`config.mk`:
```
export PLATFORM = sky130hd
export DESIGN_NAME = nixie_scan_display_driver_unit
export DESIGN_NICKNAME = d
export VERILOG_FILES = /design/src/rtl/nsd_pkg.sv /design/src/rtl/nsd_tube_cell.sv /design/src/rtl/nsd_sep_cell.sv /design/src/rtl/nixie_scan_display_driver_unit.sv
export SDC_FILE = /design/constraint.sdc
export NUM_CORES = 1
export LEC_CHECK = 0
export BUFFER_PORTS_ARGS = -buffer_cell sky130_fd_sc_hd__buf_2
export CORE_ASPECT_RATIO = 0.7
export CORE_MARGIN = 3
export CORE_UTILIZATION = 35
export CTS_BUF_LIST = sky130_fd_sc_hd__clkbuf_16
export DETAILED_ROUTE_END_ITERATION = 7
export GPL_TIMING_DRIVEN = 0
export PLACE_DENSITY = 0.63
export REMOVE_ABC_BUFFERS = 1
export SKIP_LAST_GASP = 1
export SLEW_MARGIN = 10
export SYNTH_ARGS = -nofsm -noshare
export SYNTH_HDL_FRONTEND = slang
export SYNTH_SLANG_ARGS = --single-unit
```
`constraint.sdc`:
```
create_clock -name clk -period 9.36 [get_ports clk]
set_input_delay 2.34 -clock clk [delete_from_list [all_inputs] [get_ports clk]]
set_output_delay 2.34 -clock clk [all_outputs]
set_load 0.005 [all_outputs]
```
`src/rtl/nsd_pkg.sv`:
```
// Shared types, codes and helpers for the nixie scan display driver.
// No dependencies; every rtl file refers to this package by scoped names.
package nsd_pkg;

  localparam int TUBES = 4;
  localparam int SLOT_W = 3;

  localparam logic [1:0] EDIT_NONE = 2'd0;
  localparam logic [1:0] EDIT_HOUR = 2'd1;
  localparam logic [1:0] EDIT_MIN  = 2'd2;

  localparam logic VIEW_TIME = 1'b0;
  localparam logic VIEW_TEMP = 1'b1;

  localparam logic MODE_TICK = 1'b0;
  localparam logic MODE_LOAD = 1'b1;

  localparam logic [7:0] TEMP_MAX = 8'd199;
  localparam logic [3:0] HALF_DIGIT = 4'd5;

  typedef struct packed {
    logic       mode;
    logic       sqw_level;
    logic       view_mode;
    logic [1:0] edit_mode;
    logic [4:0] hours;
    logic [5:0] minutes;
    logic [7:0] temp_half;
  } in_t;

  typedef struct packed {
    logic [TUBES-1:0] anode;
    logic [3:0]       digit;
    logic             separator;
  } out_t;

  // broadcast control seen by every cell
  typedef struct packed {
    logic       tick;
    logic       sqw;
    logic       view;
    logic [1:0] edit;
  } ctl_t;

  // scan bus passed along the row of tube cells
  typedef struct packed {
    logic             hit;
    logic [TUBES-1:0] anode;
    logic [3:0]       digit;
  } scan_bus_t;

  typedef struct packed {
    logic [3:0] tens;
    logic [3:0] ones;
  } bcd2_t;

  // two-digit BCD of a value below 100; tens by reciprocal multiply (205/2048)
  function automatic bcd2_t bcd2(input logic [6:0] v);
    logic [14:0] p;
    logic [3:0]  t;
    logic [6:0]  tx10;
    bcd2_t       r;
    p    = 15'(v) * 15'd205;
    t    = p[14:11];
    tx10 = 7'(t) * 7'd10;
    r.tens = t;
    r.ones = 4'(v - tx10);
    return r;
  endfunction

endpackage

```
`src/rtl/nsd_tube_cell.sv`:
```
// One tube cell of the scan ring: holds a stored digit and the scan token.
// Depends on nsd_pkg.
module nsd_tube_cell #(
  parameter int IDX = 0
) (
  input  logic                clk,
  input  logic                rst_n,
  input  nsd_pkg::ctl_t       ctl,
  input  logic                load,
  input  logic [3:0]          load_digit,
  input  logic                tok_in,
  output logic                tok_out,
  input  nsd_pkg::scan_bus_t  bus_in,
  output nsd_pkg::scan_bus_t  bus_out
);

  logic       tok_r;
  logic [3:0] digit_r;
  logic       blank;

  always_ff @(posedge clk) begin
    if (!rst_n) begin
      tok_r   <= (IDX == 0);
      digit_r <= '0;
    end else begin
      if (ctl.tick) begin
        tok_r <= tok_in;
      end
      if (load) begin
        digit_r <= load_digit;
      end
    end
  end

  always_comb begin
    blank = 1'b0;
    if (!ctl.sqw) begin
      if (IDX < 2 && ctl.edit == nsd_pkg::EDIT_HOUR) blank = 1'b1;
      if (IDX >= 2 && ctl.edit == nsd_pkg::EDIT_MIN) blank = 1'b1;
    end
    if (IDX == nsd_pkg::TUBES - 1 && ctl.view == nsd_pkg::VIEW_TEMP) blank = 1'b1;
    if (tok_r) begin
      bus_out.hit   = 1'b1;
      bus_out.anode = blank ? '0 : nsd_pkg::TUBES'(1) << IDX;
      bus_out.digit = digit_r;
    end else begin
      bus_out = bus_in;
    end
  end

  assign tok_out = tok_r;

endmodule

```
`src/rtl/nsd_sep_cell.sv`:
```
// Separator cell closing the scan ring: token for the fifth slot and lamp state.
// Depends on nsd_pkg.
module nsd_sep_cell (
  input  logic          clk,
  input  logic          rst_n,
  input  nsd_pkg::ctl_t ctl,
  input  logic          tok_in,
  output logic          tok_out,
  output logic          separator
);

  logic tok_r;
  logic sep_r;
  logic sep_nxt;

  always_comb begin
    sep_nxt = sep_r;
    if (ctl.tick && tok_r) begin
      if (ctl.sqw) begin
        sep_nxt = 1'b1;
      end else if (ctl.view == nsd_pkg::VIEW_TIME) begin
        sep_nxt = 1'b0;
      end
    end
  end

  always_ff @(posedge clk) begin
    if (!rst_n) begin
      tok_r <= 1'b0;
      sep_r <= 1'b0;
    end else begin
      sep_r <= sep_nxt;
      if (ctl.tick) begin
        tok_r <= tok_in;
      end
    end
  end

  assign tok_out   = tok_r;
  assign separator = sep_r;

endmodule

```
`src/rtl/nixie_scan_display_driver_unit.sv`:
```
// Top level of the multiplexed four-tube display driver with separator lamp.
// Depends on nsd_pkg, nsd_tube_cell and nsd_sep_cell.
//
// Takes one item per clock and returns one result per item in the cycle after
// acceptance; the anode, digit and separator registers are the result
// registers, and a new item is taken whenever the pending result is absent
// or is being taken in the same cycle. A load item converts hours/minutes or
// the clamped half-degree temperature into four BCD digits held in the tube
// cells and returns the drive registers unchanged. A tick item passes the
// scan token one step around a ring of four tube cells and a separator cell;
// the token holder drives the anode and digit, or in the fifth slot the lamp.
module nixie_scan_display_driver_unit (
  input  logic           clk,
  input  logic           rst_n,
  input  logic           in_valid,
  output logic           in_ready,
  input  nsd_pkg::in_t   in_data,
  output logic           out_valid,
  input  logic           out_ready,
  output nsd_pkg::out_t  out_data
);

  localparam int T = nsd_pkg::TUBES;

  logic                   acc;
  logic                   load;
  logic                   out_valid_r;
  logic                   view_r;
  logic [1:0]             edit_r;
  logic [T-1:0]           anode_r;
  logic [3:0]             digit_r;
  logic                   separator;
  nsd_pkg::ctl_t          ctl;
  logic [3:0]             ld_digit [T];
  logic [7:0]             temp_c;
  nsd_pkg::bcd2_t         hi_bcd;
  nsd_pkg::bcd2_t         lo_bcd;
  logic [T-1:0]           tok;
  logic                   sep_tok;
  nsd_pkg::scan_bus_t     bus [T+1];

  assign in_ready = !out_valid_r || out_ready;
  assign acc      = in_valid && in_ready;
  assign load     = acc && (in_data.mode == nsd_pkg::MODE_LOAD);

  assign ctl.tick = acc && (in_data.mode == nsd_pkg::MODE_TICK);
  assign ctl.sqw  = in_data.sqw_level;
  assign ctl.view = view_r;
  assign ctl.edit = edit_r;

  always_comb begin
    temp_c = (in_data.temp_half > nsd_pkg::TEMP_MAX) ? nsd_pkg::TEMP_MAX : in_data.temp_half;
    if (in_data.view_mode == nsd_pkg::VIEW_TIME) begin
      hi_bcd      = nsd_pkg::bcd2(7'(in_data.hours));
      lo_bcd      = nsd_pkg::bcd2(7'(in_data.minutes));
      ld_digit[0] = hi_bcd.tens;
      ld_digit[1] = hi_bcd.ones;
      ld_digit[2] = lo_bcd.tens;
      ld_digit[3] = lo_bcd.ones;
    end else begin
      hi_bcd      = nsd_pkg::bcd2(temp_c[7:1]);
      lo_bcd      = '0;
      ld_digit[0] = hi_bcd.tens;
      ld_digit[1] = hi_bcd.ones;
      ld_digit[2] = temp_c[0] ? nsd_pkg::HALF_DIGIT : 4'd0;
      ld_digit[3] = lo_bcd.ones;
    end
  end

  assign bus[0] = '0;

  for (genvar i = 0; i < T; i++) begin : g_tube
    nsd_tube_cell #(
      .IDX(i)
    ) u_cell (
      .clk        (clk),
      .rst_n      (rst_n),
      .ctl        (ctl),
      .load       (load),
      .load_digit (ld_digit[i]),
      .tok_in     ((i == 0) ? sep_tok : tok[(i == 0) ? 0 : i-1]),
      .tok_out    (tok[i]),
      .bus_in     (bus[i]),
      .bus_out    (bus[i+1])
    );
  end

  nsd_sep_cell u_sep (
    .clk       (clk),
    .rst_n     (rst_n),
    .ctl       (ctl),
    .tok_in    (tok[T-1]),
    .tok_out   (sep_tok),
    .separator (separator)
  );

  always_ff @(posedge clk) begin
    if (!rst_n) begin
      out_valid_r <= 1'b0;
      view_r      <= nsd_pkg::VIEW_TIME;
      edit_r      <= nsd_pkg::EDIT_NONE;
      anode_r     <= '0;
      digit_r     <= '0;
    end else begin
      if (acc) begin
        out_valid_r <= 1'b1;
      end else if (out_ready) begin
        out_valid_r <= 1'b0;
      end
      if (load) begin
        view_r <= in_data.view_mode;
        edit_r <= in_data.edit_mode;
      end
      if (ctl.tick && bus[T].hit) begin
        anode_r <= bus[T].anode;
        digit_r <= bus[T].digit;
      end
    end
  end

  assign out_valid          = out_valid_r;
  assign out_data.anode     = anode_r;
  assign out_data.digit     = digit_r;
  assign out_data.separator = separator;

endmodule

```
# Yosys cells after proc, flatten, opt, wreduce, memory -nomap -nowiden
# Cells that the tools add are included.
[op_classes] n_addsub=3 n_mul=6 order_cmp=1 n_eq_ne=3 muxes=20 n_bitwise=1 n_reduce_logical=9
[op_table] cell="9-bit two-way mux" count=4
[op_table] cell="16-bit two-way mux" count=1
[op_table] cell="7-bit by 8-bit multiplier with 15-bit output (second input constant)" count=1
[op_table] cell="6-bit by 8-bit multiplier with 14-bit output (second input constant)" count=1
[op_table] cell="5-bit by 8-bit multiplier with 13-bit output (second input constant)" count=1
[op_table] cell="4-bit subtractor" count=3
[op_table] cell="1-bit two-way mux" count=10
[op_table] cell="8-bit > comparator (second input constant)" count=1
[op_table] cell="8-bit two-way mux" count=1
[op_table] cell="3-bit two-way mux" count=2
[op_table] cell="1-bit logical AND" count=5
[op_table] cell="4-bit by 3-bit multiplier with 3-bit output (second input constant)" count=1
[op_table] cell="4-bit two-way mux" count=1
[op_table] cell="2-bit by 3-bit multiplier with 3-bit output (second input constant)" count=1
[op_table] cell="3-bit by 3-bit multiplier with 3-bit output (second input constant)" count=1
[op_table] cell="2-bit by 1-bit == test with 1-bit output (second input constant)" count=1
[op_table] cell="2-bit == test (second input constant)" count=1
[op_table] cell="2-bit two-way mux" count=1
[op_table] cell="2-bit != test (second input constant)" count=1
[op_table] cell="2-bit AND reduction" count=1
[op_table] cell="2-bit nonzero test" count=1
[op_table] cell="1-bit zero test" count=1
[op_table] cell="1-bit logical OR" count=1
[op_table] cell="1-bit inverter" count=1
[word_totals] reg_bits=34 in_bits=28 elab_cells=58

# Depth between registers and ports, before layout
# Gate-level depths: netlist (run 1).
[depth] depth_word=9 depth_mapped=27

# Hierarchy
# From an unflattened synthesis (run 1), not the netlist that was laid out.
[unflattened] cells_unflattened=454 hier_area_um2=4260.3
[modules_own_cells] module="nixie_scan_display_driver_unit" instances=1 cells_per_inst=334 area_each_um2=2947.8
[modules_own_cells] module="nsd_tube_cell at g_tube[1].u_cell ..." instances=2 cells_per_inst=28 area_each_um2=306.5
[modules_own_cells] module="nsd_tube_cell at g_tube[3].u_cell" instances=1 cells_per_inst=28 area_each_um2=315.3
[modules_own_cells] module="nsd_tube_cell at g_tube[0].u_cell" instances=1 cells_per_inst=28 area_each_um2=300.3
[modules_own_cells] module="nsd_sep_cell" instances=1 cells_per_inst=8 area_each_um2=83.8

# Worst setup path before layout (run 1)
# OpenSTA, ideal clock, no wires.
[synth_path] kind="input port to flip-flop" start="input in_data[6] (netlist name)" end="register g_tube[1].u_cell.digit_r[3]" t_arrival_ns=7.157 t_required_ns=9.222 slack_ns=2.065 path_stages=24 path_cell_list="clkbuf_2 > nand2_2 > nor2_1 > or2_2 > ha_1 > inv_1 > fa_1 > inv_1 > fa_1 > ha_1 > ha_1 > a21o_2 > a21oi_2 > o21ai_1 > a21oi_1 > xnor2_1 > ha_1 > fa_1 > xor2_1 > or4_1 > nand4b_1 > nor4b_1 > nand2_1 > o221ai_1"
[synth_between] elab_chain_len=6
[synth_lines] item="start, declared" line="nixie_scan_display_driver_unit.sv:17" text="input nsd_pkg::in_t in_data,"
[synth_lines] item="8-bit > comparator" line="nixie_scan_display_driver_unit.sv:52" text="temp_c = (in_data.temp_half > nsd_pkg::TEMP_MAX) ? nsd_pkg::TEMP_MAX : in_data.temp_half;"
[synth_lines] item="8-bit two-way mux (*)" line="nixie_scan_display_driver_unit.sv:52"
[synth_lines] item="7-bit by 8-bit multiplier with 15-bit output" line="nsd_pkg.sv:63" text="p = 15'(v) * 15'd205;"
[synth_lines] item="4-bit by 3-bit multiplier with 3-bit output" line="nsd_pkg.sv:65" text="tx10 = 7'(t) * 7'd10;"
[synth_lines] item="4-bit subtractor (*)" line="nsd_pkg.sv:67" text="r.ones = 4'(v - tx10);"
[synth_lines] item="16-bit two-way mux (*)" line="nixie_scan_display_driver_unit.sv:53" text="if (in_data.view_mode == nsd_pkg::VIEW_TIME) begin"
[synth_lines] item="end signal, assigned" line="nsd_tube_cell.sv:30" text="digit_r <= load_digit;"
[synth_lines] item="end, declared" line="nsd_tube_cell.sv:18" text="logic [3:0] digit_r;"
# Mark *: on every way between the ends. The rest lies on a longest branch, timed or not.
# A chain may end at the register's enable or synchronous reset.

# Final worst setup path (run 1)
[layout_path] start="input in_data[5] (netlist name)" end="register g_tube[1].u_cell.digit_r[3]"
# The elaborated chain is that of the path after synthesis.

==> results.json, run 1 <==
{
  "tightest_slew_ns": 0.942,
  "r2r_end": "digit_r[1]$_SDFFE_PN0P_",
  "clockRootBuffer": "clkbuf_16",
  "start_util": 0.363,
  "synth_area_leaders": "ha_1 25%, dfxtp_1 17%, fa_1 10%",
  "die_w_um": 130,
  "clk_pin_slew_worst_paths_ns": 0.05,
  "synth_edf_count": 0,
  "final_cells": 606,
  "grt_use_total": 0.139,
  "rows": 31,
  "setup_viol": 0,
  "num_vias": 3098,
  "maxCapViolCount": 0,
  "drc": 0,
  "antenna_cells": 0,
  "n_fill_cell": 1047,
  "synth_top_area_frac": 0.255,
  "endpoint_kind": "flip-flop",
  "final_core_util": 0.403,
  "critPathKind": "in -> reg",
  "multi_input_area_mm2": 0.00282,
  "nets": 599,
  "place_ws_ns": 1.43,
  "seq_area_um2": 661,
  "crit_fanout": 7,
  "numPortBuffers": 38,
  "top_layer_used": "met4",
  "crit_arrival_ns": 7.87,
  "io_pins": 39,
  "synth.cell_area_mm2": 0.00378,
  "dieArea_mm2": 0.0121,
  "clock_latency_ns": 0.27,
  "netlist-cell-type-count": 63,
  "fin_crit_sh": 0.820,
  "htree_num_levels": 2,
  "r2r_setup_slack_ns": 7.23,
  "required_ns": 9.55,
  "tns_ns": 0,
  "grt_pass1_vias": 3083,
  "wl_met2_um": 3430,
  "syn2layout_area_growth_pct": 11.0,
  "finalMaxSlewViolations": 0,
  "start_kind": "input pin",
  "routed_wl_um": 7930,
  "rr_startpoint": "out_valid$_SDFFE_PN0P_",
  "coreArea_mm2": 0.0104,
  "hold_depth": 2,
  "layout_setup_ws_ns": 1.68,
  "grt_pass1_wl_um": 14000,
  "dieHeight_um": 93.0,
  "cts_resized": 0,
  "grt_max_degree": 31,
  "yosys.area.top_type": "ha_1",
  "drtAntennaViolNets": 0,
  "startpoint": "in_data[5]",
  "rsz0062_at_grt": "false",
  "status": "completed",
  "max_freq_mhz": 130,
  "hold_buffers": 0,
  "ys_seq_area_frac": 0.175,
  "dpl.hpwl_um": 6710,
  "cts_buffers": 5,
  "layout-drive-gt1-share": 0.143,
  "p_leak_uw": 0.00203,
  "syn_area_per_cell_um2": 8.43,
  "ys_seq_elements": 33,
  "period_needed_ns": 7.68,
  "rr_worst_depth": 8,
  "gp_congestion": 0.814,
  "wl_per_cell_um": 13.1,
  "placed_area_mm2": 0.00407,
  "finalClockSkew_ns": 0.00335,
  "dr_wl_met3_um": 305,
  "wl_met1_um": 4120,
  "min_path_type": "reg -> reg",
  "ir_worst_vdd_mv": 0.0637,
  "ys_warn_count": 0,
  "yosys-top-cells-count": "77 x ha_1, 61 x inv_1, 39 x a21oi_1",
  "pwr_density_cell_mw_per_mm2": 147,
  "min_from": "anode_r[1]$_SDFFE_PN0P_",
  "antenna_found_initial": 0,
  "final_area_mm2": 0.00420,
  "ys.flop_type": "dfxtp_1",
  "dp_cells": 600,
  "first_iter_violations": 109,
  "viasPerCell": 5.11,
  "netlist_instances": 449,
  "hold_end": "anode_r[1]$_SDFFE_PN0P_",
  "relSlewSlack": 0.370,
  "grt_overflow_total": 0,
  "firstDrtPassIters": 4,
  "synth.most_common_cell": "ha_1",
  "finalHoldViolations": 0,
  "cts_buffer_depth": 2,
  "cts_sinks": 33,
  "cts_setup_buffers": 0,
  "cts_tree": "yes",
  "async_reset_ff_frac": 0
}
[flip-flops by register name (all words and copies together) (netlist names)]
signal	count
g_tube.u_cell.digit_r	15
anode_r	4
digit_r	4
g_tube.u_cell.tok_out	4
edit_r	2
out_valid	1
u_sep.separator	1
u_sep.tok_out	1
view_r	1
[report_power, final]
group	total, uW	internal (uW)	switching [uW]
combinational	312	133	179
clock	149	94.7	54.2
sequential	155	149	6.09
total	615	376	239
[kinds of logic after synthesis]
logic type,Yosys count,synth area share
muxes,5,0.0132
xor gates and xnor gates,19,0.0440
and+or+nand+nor,122,0.162
DFF,33,0.175
adders and majority gates,96,0.355
AOI/OAI and AO/OA,93,0.169
buffers and inverters,81,0.0827
[metrics by stage]
| stage | total power (uW) | hold slack [ns] |
|---|---|---|
| after floorplan | 394 | 0.432 |
| after global placement | 457 | 0.438 |
| after detailed placement | 471 | 0.444 |
| after CTS | 622 | 0.451 |
| after global routing | 677 | 0.480 |
| final | 615 | 0.447 |
[cell usage in the layout (no fill, tap or decap), drive strengths merged, types with 12 or more instances in the layout]
cell type / synthesis / final
nor2: 35 / 35
inv: 61 / 61
fa: 19 / 19
xnor2: 12 / 12
ha: 77 / 77
dfxtp: 33 / 33
o21ai: 15 / 15
buf: 4 / 39
a21oi: 40 / 40
nand2: 32 / 32
[cell type report]
class,instances,share of cell area
Multi-Input combinational cell,335,0.671
Clock inverter,1,0.00119
Sequential cell,33,0.157
Tap cell,132,0.0393
Timing Repair Buffer,39,0.0471
Inverter,61,0.0545
Clock buffer,5,0.0298
[worst max-delay path, cell delays in order]
cell	delay, ns
buf_2	0.15
nor3_2	0.29
nor2_1	0.15
or2_2	0.34
ha_1	0.33
inv_1	0.06
fa_1	0.35
inv_1	0.08
fa_1	0.42
ha_1	0.31
ha_1	0.33
a21o_2	0.21
a21oi_2	0.29
o21ai_1	0.12
a21oi_1	0.19
xnor2_1	0.11
ha_1	0.21
fa_1	0.41
xnor2_1	0.41
a21oi_1	0.08
a41o_1	0.24
nor4b_1	0.30
nand2_1	0.09
o221ai_1	0.07
[how the worst max path moves through the flow]
stage                                               end  cells past startpoint
2_1_floorplan  g_tube[1].u_cell.digit_r[3]$_SDFFE_PN0P_                     23
3_3_place_gp   g_tube[1].u_cell.digit_r[3]$_SDFFE_PN0P_                     24
3_5_place_dp   g_tube[1].u_cell.digit_r[3]$_SDFFE_PN0P_                     24
4_1_cts        g_tube[1].u_cell.digit_r[3]$_SDFFE_PN0P_                     24
5_1_grt        g_tube[1].u_cell.digit_r[3]$_SDFFE_PN0P_                     24
6_report       g_tube[1].u_cell.digit_r[3]$_SDFFE_PN0P_                     24
[layer usage]
layer,vias to the layer above,global-route usage
met5,-,0
met4,0,0.0225
met2,49,0.215
met1,1437,0.203
met3,7,0.0251
li1,1605,-
No activity file was read; power rests on OpenSTA's default activity.
==> run 2: changes to the inputs <==
--- a/config.mk
+++ b/config.mk
@@ -5,6 +5,7 @@
 export SDC_FILE = /design/constraint.sdc
 export NUM_CORES = 1
 export LEC_CHECK = 0
+export ABC_AREA = 1
 export BUFFER_PORTS_ARGS = -buffer_cell sky130_fd_sc_hd__buf_2
 export CORE_ASPECT_RATIO = 0.7
 export CORE_MARGIN = 3
@@ -12,7 +13,7 @@
 export CTS_BUF_LIST = sky130_fd_sc_hd__clkbuf_16
 export DETAILED_ROUTE_END_ITERATION = 7
 export GPL_TIMING_DRIVEN = 0
-export PLACE_DENSITY = 0.63
+export PLACE_DENSITY = 0.65
 export REMOVE_ABC_BUFFERS = 1
 export SKIP_LAST_GASP = 1
 export SLEW_MARGIN = 10
==> constraint.sdc (replaced) <==
create_clock -name clk -period 6.7 [get_ports clk]
set_input_delay 1.675 -clock clk [delete_from_list [all_inputs] [get_ports clk]]
set_output_delay 1.675 -clock clk [all_outputs]
set_load 0.005 [all_outputs]
==> run 2 against run 1 <==
Global-route usage rose by 0.50 points. Sequential cell count unchanged. Critical path depth rose by 1. Critical endpoint unchanged. Largest power group unchanged.
==> results.json, run 2 <==
{
  "grt-busiest-layer": "met2",
  "use_met2": 0.234,
  "finalMaxSlewViolations": 0,
  "fin_crit_sh": 0.898,
  "pwr_density_cell_mw_per_mm2": 205,
  "cts_resized": 0,
  "r2r_end": "digit_r[2]$_SDFFE_PN0P_",
  "yosys.area.top_type": "ha_1",
  "p_switching_uw": 344,
  "async_reset_ff_frac": 0,
  "die_w_um": 130,
  "synth_top_area_frac": 0.257,
  "use_met1": 0.202,
  "tns_ns": 0,
  "placed_area_mm2": 0.00405,
  "synth.most_common_cell": "inv_1",
  "htree_num_levels": 2,
  "grt_use_total": 0.144,
  "grt_overflow_total": 0,
  "fin_hold_ws_ns": 0.466,
  "ys_warn_count": 0,
  "start_util": 0.373,
  "relSlewSlack": 0.538,
  "seqPwrFrac": 0.255,
  "hold_buffers": 0,
  "start_kind": "input pin",
  "drtAntennaViolNets": 0,
  "p_leak_uw": 0.00224,
  "startpoint": "in_data[5]",
  "first_iter_violations": 156,
  "antenna_found_initial": 0,
  "rows": 30,
  "ir_worst_vdd_mv": 0.103,
  "rr_startpoint": "out_valid$_SDFFE_PN0P_",
  "internal_power_uw": 515,
  "antenna_cells": 0,
  "num_vias": 3206,
  "routed_wl_um": 8240,
  "synth_edf_count": 0,
  "dieHeight_um": 92.7,
  "dieArea_mm2": 0.0120,
  "coreArea_mm2": 0.0101,
  "r2r_setup_slack_ns": 4.65,
  "ys_seq_elements": 33,
  "max_freq_mhz": 166,
  "power.total_uw": 859,
  "final_area_mm2": 0.00419,
  "place_ws_ns": 0.379,
  "clockRootBuffer": "clkbuf_16",
  "cts_setup_buffers": 0,
  "ys_seq_area_frac": 0.176,
  "crit_fanout": 5,
  "period_needed_ns": 6.02,
  "p_comb_frac": 0.494,
  "yosys-top-cells-count": "102 x inv_1, 93 x nand2_1, 77 x ha_1",
  "layout-drive-gt1-share": 0.110,
  "clock_latency_ns": 0.28,
  "maxCapViolCount": 0,
  "finalClockSkew_ns": 0.00206,
  "hold_depth": 2,
  "ys.flop_type": "dfxtp_1",
  "syn2layout_area_growth_pct": 11.6,
  "grt_max_degree": 22,
  "cts_buffer_depth": 2,
  "tightest_slew_ns": 0.690,
  "crit_arrival_ns": 6.22,
  "hold_end": "anode_r[1]$_SDFFE_PN0P_",
  "critPathKind": "in -> reg",
  "setup_viol": 0,
  "cts_buffers": 5,
  "grt_pass1_vias": 3186,
  "layout_setup_ws_ns": 0.682,
  "dpl.hpwl_um": 6920,
  "largest-register": "g_tube.u_cell.digit_r",
  "wl_per_cell_um": 12.2,
  "netlist_instances": 509,
  "grt_pass1_wl_um": 14300,
  "gp_congestion": 0.869,
  "required_ns": 6.90,
  "netlist-cell-type-count": 43,
  "clkPwrFrac": 0.252,
  "drc": 0,
  "clk_pin_slew_worst_paths_ns": 0.05,
  "syn_area_per_cell_um2": 7.38,
  "numPortBuffers": 38,
  "viasPerCell": 4.76,
  "cts_sinks": 33,
  "synth_area_leaders": "ha_1 26%, dfxtp_1 18%, inv_1 10%",
  "rsz0062_at_grt": "false",
  "endpoint_kind": "flip-flop",
  "io_pins": 39,
  "largest_reg_flops": 15,
  "synth.cell_area_mm2": 0.00375,
  "n_fill_cell": 1040,
  "status": "completed",
  "cts_tree": "yes",
  "finalHoldViolations": 0,
  "p_sw_frac": 0.400,
  "rr_worst_depth": 8,
  "firstDrtPassIters": 4,
  "layout_commonest_cell": "inv_1",
  "grt_use_met3": 0.0184,
  "min_from": "anode_r[1]$_SDFFE_PN0P_",
  "min_path_type": "reg -> reg",
  "nets": 668,
  "final_cell_mix": "102 x inv_1, 93 x nand2_1, 77 x ha_1"
}
==> run 2: worst max-delay path: stages <==
cell and delay (ns):
buf_2 0.13, nor2_1 0.12, a21oi_2 0.11, nor2_1 0.31
inv_1 0.12, ha_1 0.34, inv_1 0.06, fa_1 0.48
inv_1 0.05, ha_1 0.29, ha_1 0.30, ha_1 0.34
a21oi_1 0.21, nor2_1 0.06, nor2_1 0.12, nand3_1 0.16
nand2_2 0.14, inv_1 0.05, ha_1 0.18, fa_1 0.38
xor2_1 0.21, inv_1 0.07, nand3_2 0.07, nand3_2 0.09
a21oi_2 0.13
==> run 2: cell type report <==
class	count	area, um^2	area share
sequential	33	661	0.158
tap	128	160	0.0382
clock buffer	5	125	0.0299
timing repair buffer	38	190	0.0454
multi-input combinational	361	2650	0.632
inverter	105	394	0.0940
clock inverter	3	12.5	0.00299
==> run 2: cell families after synthesis <==
group           share of synthesized area
compound gates                      0.120
xor+xnor                           0.0140
fa+ha+maj                           0.358
buf+inv                             0.119
flops                               0.176
simple gates                        0.214
==> run 2: worst max-delay path by stage <==
stage	to	slack [ns]	cells past startpoint
detailed placement	g_tube[1].u_cell.digit_r[3]$_SDFFE_PN0P_	0.38	25
global placement	g_tube[1].u_cell.digit_r[3]$_SDFFE_PN0P_	0.50	25
floorplan	g_tube[1].u_cell.digit_r[3]$_SDFFE_PN0P_	1.10	24
finish	g_tube[1].u_cell.digit_r[3]$_SDFFE_PN0P_	0.68	25
global route	g_tube[1].u_cell.digit_r[3]$_SDFFE_PN0P_	0.20	25
CTS	g_tube[1].u_cell.digit_r[3]$_SDFFE_PN0P_	0.64	25
==> run 2: power by group through the flow <==
stage                     logic (uW)  registers, uW  clock network [uW]
after floorplan                  323            220                   0
after global placement           408            222                   0
after detailed placement         424            223                   0
after CTS                        429            219                 219
after global routing             504            220                 226
final                            424            219                 216
==> run 2: per-layer routing <==
layer  part of all wire  wire length (um)  vias up
met5                  0                 0        -
met4             0.0097                80        0
met3              0.033               273        9
met2               0.43              3550       52
met1               0.53              4340     1433
li1                   -                 -     1712
==> run 2: stage by stage <==
stage / instances / util
detailed placement: 665 / 0.403
global placement: 665 / 0.403
global route: 673 / 0.417
CTS: 673 / 0.417
finish: 673 / 0.417
floorplan: 499 / -
==> run 3: changes to the inputs <==
--- a/config.mk
+++ b/config.mk
@@ -13,7 +13,7 @@
 export CTS_BUF_LIST = sky130_fd_sc_hd__clkbuf_16
 export DETAILED_ROUTE_END_ITERATION = 7
 export GPL_TIMING_DRIVEN = 0
-export PLACE_DENSITY = 0.65
+export PLACE_DENSITY = 0.63
 export REMOVE_ABC_BUFFERS = 1
 export SKIP_LAST_GASP = 1
 export SLEW_MARGIN = 10
==> constraint.sdc (replaced) <==
create_clock -name clk -period 7.3 [get_ports clk]
set_input_delay 1.825 -clock clk [delete_from_list [all_inputs] [get_ports clk]]
set_output_delay 1.825 -clock clk [all_outputs]
set_load 0.005 [all_outputs]
==> run 3 against run 2 <==
Sequential share of layout area shrank 0.11 points. Sequential power shrank 9%. Cell count is the same. Via count increased by 0.47%. Worst hold slack got worse by 0.0038 ns. Design area rose by 0.69%.
==> results.json, run 3 (same netlist as run 2, synthesis figures left out) <==
{
  "start_kind": "input pin",
  "setup_viol": 0,
  "p_sw_frac": 0.385,
  "endpoint_kind": "flip-flop",
  "die_w_um": 130,
  "fin_crit_sh": 0.839,
  "grt_overflow_total": 0,
  "cts_buffers": 5,
  "finalHoldViolations": 0,
  "critPathKind": "in -> reg",
  "internal_power_uw": 508,
  "clockRootBuffer": "clkbuf_16",
  "cts_setup_buffers": 0,
  "endpoint": "g_tube[1].u_cell.digit_r[3]$_SDFFE_PN0P_",
  "cts_buffer_depth": 2,
  "crit_fanout": 5,
  "crit_arrival_ns": 6.32,
  "htree_num_levels": 2,
  "viasPerCell": 4.79,
  "final_cell_mix": "102 x inv_1, 93 x nand2_1, 77 x ha_1",
  "syn2layout_area_growth_pct": 12.4,
  "ir_worst_vdd_mv": 0.101,
  "pwr_density_cell_mw_per_mm2": 196,
  "tightest_slew_ns": 0.681,
  "firstDrtPassIters": 4,
  "gp_congestion": 0.862,
  "grt_pass1_wl_um": 14500,
  "cts_sinks": 33,
  "antenna_cells": 0,
  "grt_pass1_vias": 3142,
  "dpl.hpwl_um": 6940,
  "required_ns": 7.49,
  "cts_resized": 0,
  "start_util": 0.373,
  "antenna_found_initial": 0,
  "largest_reg_flops": 15,
  "rsz0062_at_grt": "false",
  "clock_latency_ns": 0.28,
  "n_fill_cell": 1032,
  "largest-register": "g_tube.u_cell.digit_r",
  "numPortBuffers": 38,
  "max_freq_mhz": 163,
  "startpoint": "in_data[5]",
  "wl_per_cell_um": 12.3,
  "relSlewSlack": 0.545,
  "drtAntennaViolNets": 0,
  "grt_use_total": 0.144,
  "period_needed_ns": 6.12,
  "drc": 0,
  "finalMaxSlewViolations": 0,
  "min_path_type": "reg -> reg",
  "nets": 668,
  "p_leak_uw": 0.00225,
  "rr_worst_depth": 8,
  "layout-drive-gt1-share": 0.112,
  "hold_buffers": 0,
  "layout_commonest_cell": "inv_1",
  "dieHeight_um": 92.7,
  "seqPwrFrac": 0.242,
  "fin_hold_ws_ns": 0.462,
  "dieArea_mm2": 0.0120,
  "clk_pin_slew_worst_paths_ns": 0.05,
  "finalClockSkew_ns": 0.00633,
  "cts_tree": "yes",
  "clkPwrFrac": 0.285,
  "r2r_end": "digit_r[2]$_SDFFE_PN0P_",
  "multi_input_area_mm2": 0.00265,
  "rr_startpoint": "out_valid$_SDFFE_PN0P_",
  "r2r_setup_slack_ns": 5.27,
  "routed_wl_um": 8280,
  "coreArea_mm2": 0.0101,
  "grt_max_degree": 22,
  "first_iter_violations": 122,
  "rows": 30,
  "maxCapViolCount": 0,
  "status": "completed",
  "num_vias": 3221,
  "p_switching_uw": 318,
  "tns_ns": 0,
  "io_pins": 39,
  "p_comb_frac": 0.473,
  "seq_area_um2": 661
}
-- run 3: cell count changes in the layout (fill, tap and decap cells not counted), sizes merged --
| cell | change |
|---|---|
| bufinv | +1 |
| clkinv | -2 |
| clkinvlp | +1 |
-- run 3: worst min-delay path by stage --
stage                       startpoint                 endpoint  slack, ns  depth (start not counted)
2_1_floorplan   edit_r[1]$_SDFFE_PN0P_   edit_r[1]$_SDFFE_PN0P_       0.44                          2
3_3_place_gp   anode_r[1]$_SDFFE_PN0P_  anode_r[1]$_SDFFE_PN0P_       0.45                          2
3_5_place_dp   anode_r[3]$_SDFFE_PN0P_  anode_r[3]$_SDFFE_PN0P_       0.45                          2
4_1_cts        anode_r[3]$_SDFFE_PN0P_  anode_r[3]$_SDFFE_PN0P_       0.46                          2
5_1_grt        anode_r[0]$_SDFFE_PN0P_  anode_r[0]$_SDFFE_PN0P_       0.49                          2
6_report       anode_r[3]$_SDFFE_PN0P_  anode_r[3]$_SDFFE_PN0P_       0.46                          2
-- run 3: area by class of cell --
class,instances,share of cell area
Multi-Input combinational cell,361,0.628
Sequential cell,33,0.157
Inverter,105,0.0934
Timing Repair Buffer,38,0.0451
Tap cell,128,0.0379
Clock buffer,5,0.0296
Clock inverter,3,0.00978
-- run 3: per-layer routing --
layer	GRT usage	share of wire	wire length [um]
met3	0.0121	0.021	172
met5	0	0	0
met4	0.0251	0.0066	55
met1	0.213	0.54	4430
met2	0.230	0.44	3620
-- run 3: power by group through the flow --
stage / Combinational, uW / Clock (uW) / Sequential (uW)
after floorplan: 296 / 0 / 202
after global placement: 376 / 0 / 204
after detailed placement: 390 / 0 / 204
after CTS: 394 / 237 / 200
after global routing: 461 / 245 / 202
final: 391 / 235 / 200
-- run 3: critical path, stage by stage --
cell     delay [ns]
buf_2          0.12
nor2_1         0.13
a21oi_2        0.13
nor2_1         0.30
inv_1          0.13
ha_1           0.32
inv_1          0.06
fa_1           0.47
inv_1          0.05
ha_1           0.29
ha_1           0.30
ha_1           0.34
a21oi_1        0.22
nor2_1         0.07
nor2_1         0.12
nand3_1        0.15
nand2_2        0.13
inv_1          0.05
ha_1           0.18
fa_1           0.38
xor2_1         0.20
inv_1          0.07
nand3_2        0.08
nand3_2        0.09
a21oi_2        0.11
-- run 3: metrics by stage --
stage	std cells	power [uW]	instance area, um^2	worst slack [ns]	utilization
finish	673	827	4220	1.18	0.420
global route	673	908	4220	0.842	0.420
CTS	673	831	4220	1.13	0.420
detailed placement	665	594	4050	0.869	0.403
global placement	665	580	4050	0.930	0.403
floorplan	499	499	3700	1.55	-
